$ cat src/rtl/efil_pkg.sv
// ----------------------------------------------------------------------------
// efil_pkg: shared types and constants of the 5x5 edge filter
// Pixel type, window geometry, kernel magnitudes and config register indexes.
// ----------------------------------------------------------------------------
package efil_pkg;

    localparam int PIX_W      = 8;
    localparam int WIN_ROWS   = 5;
    localparam int WIN_COLS   = 4;   // stored columns; the fifth is the live column
    localparam int LINES      = 4;   // line stores, one per earlier row
    localparam int MIN_DIM    = 5;   // smallest usable width or height
    localparam int FIRST_OUT  = 4;   // first row/column that completes a window

    // kernel magnitudes; outer taps are subtracted, the center is added
    localparam int K_TOP_BOT  = 7;
    localparam int K_SIDE     = 5;
    localparam int K_CENTER   = 90;
    localparam int PIX_MAX    = 255;

    // config port
    localparam int CFG_IDX_W  = 8;
    localparam int CFG_DATA_W = 12;
    localparam logic [CFG_IDX_W-1:0] CFG_WIDTH  = 8'd0;
    localparam logic [CFG_IDX_W-1:0] CFG_HEIGHT = 8'd1;

    typedef logic [PIX_W-1:0] t_pix;

    // one window column, index 0 = oldest row
    typedef t_pix [WIN_ROWS-1:0] t_colpx;

endpackage

$ cat src/rtl/efil_conv.sv
// ----------------------------------------------------------------------------
// efil_conv: 5x4 window registers and the saturated 5x5 kernel sum
// Window shifts left by one column on each shift strobe; sum is combinational.
// ----------------------------------------------------------------------------
module efil_conv (
    input  logic            i_clk,
    input  logic            i_rst_n,
    input  logic            i_shift,
    input  efil_pkg::t_colpx i_col,
    output efil_pkg::t_pix  o_value
);

    import efil_pkg::*;

    t_pix r_win [WIN_ROWS][WIN_COLS];

    logic [11:0] sum_tb;    // top and bottom rows, up to 10 * 255
    logic [10:0] sum_side;  // left and right taps of middle rows, up to 6 * 255
    logic [14:0] pos_part;
    logic [14:0] neg_part;
    logic [14:0] diff;

    always_ff @(posedge i_clk) begin
        if (!i_rst_n) begin
            for (int i = 0; i < WIN_ROWS; i++) begin
                for (int j = 0; j < WIN_COLS; j++) begin
                    r_win[i][j] <= '0;
                end
            end
        end else if (i_shift) begin
            for (int i = 0; i < WIN_ROWS; i++) begin
                for (int j = 0; j < WIN_COLS - 1; j++) begin
                    r_win[i][j] <= r_win[i][j+1];
                end
                r_win[i][WIN_COLS-1] <= i_col[i];
            end
        end
    end

    always_comb begin
        sum_tb = 12'(i_col[0]) + 12'(i_col[WIN_ROWS-1]);
        for (int j = 0; j < WIN_COLS; j++) begin
            sum_tb = sum_tb + 12'(r_win[0][j]) + 12'(r_win[WIN_ROWS-1][j]);
        end
        sum_side = '0;
        for (int i = 1; i < WIN_ROWS - 1; i++) begin
            sum_side = sum_side + 11'(r_win[i][0]) + 11'(i_col[i]);
        end
        pos_part = 15'(r_win[2][2]) * 15'(K_CENTER);
        neg_part = 15'(sum_tb) * 15'(K_TOP_BOT) + 15'(sum_side) * 15'(K_SIDE);
        diff     = pos_part - neg_part;
        // clamp to 0..255
        if (neg_part >= pos_part) begin
            o_value = '0;
        end else if (diff > 15'(PIX_MAX)) begin
            o_value = t_pix'(PIX_MAX);
        end else begin
            o_value = diff[PIX_W-1:0];
        end
    end

endmodule

$ cat config.mk
export PLATFORM = sky130hd
export DESIGN_NAME = efil_conv
export DESIGN_NICKNAME = d
export VERILOG_FILES = /design/src/rtl/efil_pkg.sv /design/src/rtl/efil_conv.sv
export SDC_FILE = /design/constraint.sdc
export NUM_CORES = 1
export LEC_CHECK = 0
export BUFFER_PORTS_ARGS = -buffer_cell sky130_fd_sc_hd__buf_2
export CORE_AREA = 3 3 179 181
export CTS_BUF_LIST = sky130_fd_sc_hd__clkbuf_4
export DETAILED_ROUTE_END_ITERATION = 8
export DIE_AREA = 0 0 182 184
export GPL_TIMING_DRIVEN = 0
export MAX_ROUTING_LAYER = met4
export PLACE_DENSITY = 0.59
export SLEW_MARGIN = 20
export SYNTH_ARGS = -nofsm -noshare
export SYNTH_HDL_FRONTEND = slang
export SYNTH_SLANG_ARGS = --single-unit
$ cat constraint.sdc
create_clock -name i_clk -period 9.3 [get_ports i_clk]
set_clock_uncertainty 0.15 [all_clocks]
set_input_delay 0 -clock i_clk [delete_from_list [all_inputs] [get_ports i_clk]]
set_output_delay 0 -clock i_clk [all_outputs]
set_load 0.01 [all_outputs]
Yosys cells after proc, flatten, opt, wreduce, memory -nomap -nowiden
Memories as Yosys holds them, arrays and structs flattened.
Index checks and enable logic that the tools add are counted.
{"block": "totals", "regBits": 0, "input_bits": 43, "ramBits": 160, "mem_count": 1, "output_inout_bits": 8}
{"block": "op_classes", "n_bitwise": 20, "n_mux": 26, "n_lt_le_gt_ge": 2, "add_sub_neg": 16, "n_mul": 3}
{"name": "r_win", "words": 5, "width": 32, "rd": 5, "rd_clocked_by_memory_dff": 0, "wr": 5, "line_no": "efil_conv.sv:15", "source": "t_pix r_win [WIN_ROWS][WIN_COLS];"}
{"operator": "2-to-1 mux 8 bit", "n": 22}
{"operator": "adder 12 x 8 -> 12 bit", "n": 5}
{"operator": "adder 10 x 8 -> 11 bit", "n": 2}
{"operator": "adder 11 x 8 -> 11 bit", "n": 2}
{"operator": "adder 9 x 8 -> 10 bit", "n": 2}
{"operator": "OR 1 bit", "n": 20}
{"operator": "adder 8 x 8 -> 9 bit", "n": 2}
{"operator": "adder 15 x 14 -> 15 bit", "n": 1}
{"operator": "greater-or-equal comparator 15 bit", "n": 1}
{"operator": "greater-than comparator 15 x 8 -> 1 bit, second input constant", "n": 1}
{"operator": "multiplier 12 x 3 -> 15 bit, second input constant", "n": 1}
{"operator": "subtractor 15 bit", "n": 1}
{"operator": "multiplier 11 x 3 -> 14 bit, second input constant", "n": 1}
{"operator": "multiplier 8 x 6 -> 14 bit, second input constant", "n": 1}
{"operator": "adder 11 x 8 -> 12 bit", "n": 1}
{"operator": "2-to-1 mux 1 bit", "n": 4}

Depth between registers and ports, before layout
Gate-level depths: netlist of run 1.
{"block": "logic_depth", "word_depth": 15, "depth_mapped": 37, "mapped_depth_nobuf": 37}

Worst setup path before layout of run 1
Ideal clock, no wire load.
{"block": "synth_timing", "kind": "register to output", "startpoint": "mem r_win[0][10] (netlist name)", "endpoint": "out o_value[0]", "stages_incl_launch_ff": 36, "n_path_buf": 0, "arrival_ns": 8.486, "setup_slack_ns": 0.664, "path_cell_list": "edfxtp_1 inv_1 fa_1 inv_1 fa_1 fa_1 inv_1 fa_1 fa_1 inv_1 fa_1 a21o_1 a21oi_1 o21ai_1 o41ai_1 xnor2_1 ha_1 xnor2_1 fa_1 inv_1 fa_1 inv_1 ha_1 and2_1 a311oi_1 nand2b_1 xnor2_1 ha_1 a21oi_1 o21ai_1 xnor2_1 nand2b_1 mux2i_1 a31oi_1 a211oi_4 a21oi_1"}
{"item": "start, declared", "line_no": "efil_conv.sv:15"}
{"item": "end, declared", "line_no": "efil_conv.sv:10", "source": "output efil_pkg::t_pix o_value"}

==> results by group, run 1 <==
Timing
  – Period Utilization, post-route: 1.02
  – Highest achievable clock rate: about 110 MHz
  – Max-slew headroom: 0.520
  – RSZ-0062 raised after global routing: yes
  – Worst-Margin Slew: 720 ps
  – Smallest setup slack after layout: -201 ps
  – Final hold violation count: 0
  – Number of setup violations in the final report: 8
  – Pins over their slew limit: 0
  – Min cycle time layout: about 9500 ps
  – Post-Route Hold Slack: ~130 ps

Synthesis
  – Count of flip-flops with a built-in enable after synthesis: 160
  – Seq/Total Area, Yosys: 0.396
  – Mean area per synthesized cell: 11.8 sq um
  – Synthesized instance count: 1,031
  – Summed instance area of the synthesized netlist: ~0.012 sq mm
  – Number of distinct library cells after synthesis: 45
  – Top flip-flop cell by instance count after synthesis: sky130_fd_sc_hd__edfxtp_1
  – Post-synthesis net count: ~1,300
  – Synth Register Bits: 160
  – Fraction of synthesis flops using an asynchronous set or reset pin: 0
  – Synth warn: 0

Global routing
  – Overall Global Routing Usage: 0.158
  – Number of global-route vias before repair: approximately 8,000
  – Maximum number of pins on one net before global-route repair: 58
  – Initial antenna violation count: 2
  – Grt total ovfl: 0
  – Global-route wire length before repair: between 40 and 50 mm

Clock tree
  – Buffer cell driving the clock tree root: sky130_fd_sc_hd__clkbuf_4
  – TritonCTS clock tree: yes
  – TritonCTS buffer count: 17
  – Clock slew at reported path FFs: 160 ps
  – Maximum clock insertion buffer count: 2
  – Sinks on the clock net: 160
  – Clock latency at the later pin of the worst-skew pair: roughly 570 ps
  – Level count of the clock H-tree: 4

Final layout
  – Net count reported at finish: between 1,000 and 1,500
  – Finished Layout Cells: between 1,500 and 2,000
  – Core utilization of the finished layout: 0.465
  – Largest registers: r_win x160
  – Register ranked first by flip-flop count: r_win
  – Layout Area Growth over Synthesis: 17.3%
  – Max reg flops: 160
  – Share of cells above drive strength 1: 0.139
  – Commonest cells after routing, fill and taps aside: 195 x sky130_fd_sc_hd__inv_1, 160 x sky130_fd_sc_hd__and3_1, 160 x sky130_fd_sc_hd__edfxtp_1
  – Most common cell after layout, fill and taps aside: sky130_fd_sc_hd__inv_1

Critical path
  – Most frequent cell on the critical path: sky130_fd_sc_hd__fa_1
  – Register-to-Register Setup Slack: around 8200 ps
  – Kind of end point of the critical path: output port
  – R2r endpoint: r_win[0][80]$_SDFFCE_PN0P_
  – Critical Path Source Type: register
  – Reg-to-reg critical path startpoint: r_win[0][72]$_SDFFCE_PN0P_
  – Required time at the worst-slack endpoint: approximately 9000 ps
  – Kind of critical path: register to output port
  – Maximum single-stage delay on the critical path: roughly 600 ps
  – Number of cells traversed by the worst register-to-register path: 1
  – Master of the slowest instance on the critical path: sky130_fd_sc_hd__fa_1
  – Worst-path maximum fanout: 8
  – Critical path arrival: 9350 ps

Drt
  – Number of design rule violations left after detail routing: 0
  – Vias per inst: just under 5
  – Routed length per placed instance: between 15 and 20 um
  – Detailed-router iteration count before antenna repair: 4
  – Remaining number of nets flagged by the antenna check after routing: 0
  – Final routed wirelength across all metal layers: around 25 mm
  – Vias: ~7,600
  – Iteration-0 DRC Markers: roughly 500

Worst hold path
  – End of the worst hold path: r_win[0][131]$_SDFFCE_PN0P_
  – Hold path depth: 3
  – Hold/Removal Path Class: input port to register
  – Start point of the worst hold path: i_col[35]

Die
  – Number of cell rows: 64
  – Initial cell density of the core: 0.397
  – Die span in y: 184 um
  – Die Outline Area: roughly 0.033 sq mm
  – Io pins: roughly 50
  – Core area: roughly 0.031 sq mm
  – Horizontal die dimension: 182 um

Placement
  – Number of placed instances, taps included: around 1,500
  – HPWL reported at the end of detailed placement: 19.2 mm
  – I/O Buffers: 48
  – Final GP Congestion: 0.837
  – Setup WS pre-CTS: -223 ps

Flow run
  – Number of violations of the max-capacitance limit: 0

Outcome
  – Failing checks: setup timing
  – Outcome: finished, violations left
[layer usage]
metal  wire length [um]  GRT usage
met5                  0          -
met2              12300      0.259
met4                310     0.0289
met3                773     0.0247
met1              11700      0.214
[metrics by stage]
step	TNS, ps	area, sq um
3_5_place_dp	-1590	12900
3_3_place_gp	-1490	12900
2_1_floorplan	0	12100
6_report	-1570	14200
5_1_grt	-5330	14200
4_1_cts	-1920	14100
[critical path, delay by kind of cell (launching register included)]
family	cells	cell delay [ps]
DFF	1	460
buffers and inverters	7	710
AOI/OAI and AO/OA	10	1650
and+or+nand+nor	3	360
adders and majority gates	11	4810
muxes	1	180
xor gates and xnor gates	4	620
[final cells by class]
class                   count  area, sq um
clock buffers              18          135
diodes                      1         2.50
multi-input cells         627         6730
plain buffers              37          150
clock inverters            14          161
fillers                  2818        16400
repair buffers            121          977
flip-flops and latches    160         4800
well taps                 396          495
inverters                 206          773
[cells by family (layout without fill, tap and decap cells)]
group	after synthesis	count (layout)	share of synthesized area
XOR/XNOR	49	49	0.0354
AO/OA/AOI/OAI	104	104	0.0546
flip-flops	160	160	0.396
buffers and inverters	244	396	0.0762
AND/OR/NAND/NOR	237	237	0.113
adder cells (fa/ha/maj)	234	234	0.322
other	0	1	0
multiplexers	3	3	0.00248
[worst max-delay path by stage]
stage / startpoint / to / depth (start not counted)
5_1_grt: r_win[0][2]$_SDFFCE_PN0P_ / o_value[4] / 37
6_report: r_win[0][130]$_SDFFCE_PN0P_ / o_value[1] / 36
4_1_cts: r_win[0][138]$_SDFFCE_PN0P_ / o_value[1] / 34
3_3_place_gp: r_win[0][10]$_SDFFCE_PN0P_ / o_value[7] / 36
2_1_floorplan: r_win[0][10]$_SDFFCE_PN0P_ / o_value[0] / 35
3_5_place_dp: r_win[0][10]$_SDFFCE_PN0P_ / o_value[7] / 36
[cell usage after synthesis (all sizes together) (5+ instances only)]
library cell	count	area, sq um
inv	206	773
and3	160	1000
edfxtp	160	4800
fa	131	2620
ha	103	1290
a21oi	46	230
clkbuf	36	135
xnor2	35	307
nor2	27	101
o21ai	21	105
nand2	18	67.6
xor2	14	123
a21o	9	68.8
nor3	9	50.1
nand3	7	35.0
nand2b	6	37.5
o211ai	5	37.5
o21bai	5	37.5
[what timing repair did]
action                                 CTS  global route
endpoints found under the hold margin   96             0
pin swaps                               33            35
hold buffers                            56             0
gates resized for setup                 37            30
setup buffers                           10             4
setup endpoints to repair                8             8
Power of run 1 is not shown: default switching activity piles up to over one toggle a cycle in this logic, so the estimate is an artifact.
==> run 2: changes to the inputs <==
--- a/config.mk
+++ b/config.mk
@@ -12,7 +12,6 @@
 export DIE_AREA = 0 0 182 184
 export GPL_TIMING_DRIVEN = 0
 export MAX_ROUTING_LAYER = met4
-export PLACE_DENSITY = 0.59
 export SLEW_MARGIN = 20
 export SYNTH_ARGS = -nofsm -noshare
 export SYNTH_HDL_FRONTEND = slang
==> results by group, run 2 (synthesis gave the netlist of run 1 again) <==
Critical path
  – Master of the slowest instance on the critical path: sky130_fd_sc_hd__fa_1
  – Required time at the worst-slack endpoint: ~9000 ps
  – Critical path arrival: between 9000 and 10,000 ps
  – Most frequent cell on the critical path: sky130_fd_sc_hd__fa_1
  – Kind of end point of the critical path: output port
  – Worst-path maximum fanout: 8
  – Maximum single-stage delay on the critical path: about 570 ps
  – Kind of critical path: register to output port
  – Critical Path Source Type: register

Global routing
  – Number of global-route vias before repair: slightly above 8,000
  – Initial antenna violation count: 2
  – Grt total ovfl: 0
  – Overall Global Routing Usage: 0.157
  – Maximum number of pins on one net before global-route repair: 57
  – Global-route wire length before repair: 40.8 mm

Outcome
  – Failing checks: setup timing
  – Outcome: finished, violations left

Final layout
  – Commonest cells after routing, fill and taps aside: 194 x sky130_fd_sc_hd__inv_1, 160 x sky130_fd_sc_hd__and3_1, 160 x sky130_fd_sc_hd__edfxtp_1
  – Register ranked first by flip-flop count: r_win
  – Number of fillers in the final layout: between 2,000 and 3,000
  – Max reg flops: 160
  – Most common cell after layout, fill and taps aside: sky130_fd_sc_hd__inv_1
  – Largest registers: r_win x160
  – Footprint of the multi-input gates: a little under 0.007 sq mm
  – FF/Latch Area: roughly 0.0048 sq mm
  – Layout Area Growth over Synthesis: 18.3%
  – Net count reported at finish: between 1,000 and 1,500
  – Share of cells above drive strength 1: 0.151

Placement
  – I/O Buffers: 48
  – Final GP Congestion: between 0.8 and 0.9
  – Setup WS pre-CTS: -217 ps
  – HPWL reported at the end of detailed placement: between 15 and 20 mm

Timing
  – Number of setup violations in the final report: 8
  – Pins over their slew limit: 0
  – Smallest setup slack after layout: -140 ps
  – Final sum of negative setup slack: -995 ps
  – Highest achievable clock rate: ~110 MHz
  – Final hold violation count: 0
  – Worst-Margin Slew: between 600 and 700 ps
  – RSZ-0062 raised after global routing: yes
  – Min cycle time layout: approximately 9400 ps
  – Period Utilization, post-route: 1.02
  – Post-Route Hold Slack: between 60 and 70 ps
  – Max-slew headroom: 0.555

Clock tree
  – Clock slew at reported path FFs: between 150 and 200 ps
  – Level count of the clock H-tree: 4
  – Clock latency at the later pin of the worst-skew pair: roughly 560 ps
  – Buffer cell driving the clock tree root: sky130_fd_sc_hd__clkbuf_4
  – TritonCTS buffer count: 17
  – Sinks on the clock net: 160
  – TritonCTS clock tree: yes
  – Maximum clock insertion buffer count: 2

Drt
  – Routed length per placed instance: about 16 um
  – Final routed wirelength across all metal layers: around 25 mm
  – Remaining number of nets flagged by the antenna check after routing: 0
  – Vias: a little under 8,000
  – Number of design rule violations left after detail routing: 0
  – Detailed-router iteration count before antenna repair: 5
  – Iteration-0 DRC Markers: ~500
  – Vias per inst: about 5

Die
  – Die Outline Area: approximately 0.033 sq mm
  – Io pins: between 50 and 60
  – Die span in y: 184 um
  – Core area: between 0.03 and 0.04 sq mm
  – Number of cell rows: between 60 and 70
  – Initial cell density of the core: 0.397
  – Horizontal die dimension: 182 um

Flow run
  – Number of violations of the max-capacitance limit: 0

Worst hold path
  – Hold/Removal Path Class: input port to register
==> run 2: through the flow <==
stage	instances	area, sq um	utilization
final	1586	14400	0.469
after global routing	1586	14400	0.469
after CTS	1575	14100	0.462
after detailed placement	1478	12900	0.423
after global placement	1475	12900	0.421
after floorplan	1031	12100	-
==> run 2: path summary, 6_finish.rpt <==
check,cells after the start,start,slack [ps],to
max,34,r_win[0][10]$_SDFFCE_PN0P_,-140,o_value[5]
min,3,i_rst_n,60,r_win[0][43]$_SDFFCE_PN0P_
max reg2reg,1,r_win[0][78]$_SDFFCE_PN0P_,8140,r_win[0][86]$_SDFFCE_PN0P_
min reg2reg,1,r_win[0][117]$_SDFFCE_PN0P_,400,r_win[0][125]$_SDFFCE_PN0P_
==> run 2: worst max-delay path, delay by kind of cell (launching register included) <==
family	cells	cell delay, ps
multiplexers	1	220
buffers and inverters	9	890
adder cells (fa/ha/maj)	11	5150
flip-flops	1	390
XOR/XNOR	2	330
AND/OR/NAND/NOR	1	200
AO/OA/AOI/OAI	10	1550
==> run 2: timing repair <==
item,in CTS,in global routing
pin swaps,45,45
setup buffers,11,11
gates resized for setup,44,36
hold buffers,55,0
endpoints found under the setup margin,8,8
hold endpoints to repair,96,0
==> run 2: layout make-up <==
class / instances / share of cell area
Clock inverter: 15 / 0.0134
Sequential cell: 160 / 0.335
Inverter: 206 / 0.0539
Clock buffer: 17 / 0.00889
Antenna cell: 1 / 0.000174
Timing Repair Buffer: 127 / 0.0716
Tap cell: 396 / 0.0345
Multi-Input combinational cell: 627 / 0.472
Buffer: 37 / 0.0105
==> run 2: layer usage <==
layer | share of wire | GRT usage | vias up
met3 | 0.038 | 0.0212 | 26
met5 | 0 | - | -
met1 | 0.46 | 0.215 | 3829
li1 | - | - | 3757
met4 | 0.012 | 0.0341 | 0
met2 | 0.49 | 0.254 | 129
Power of run 2 is left out for the same reason.
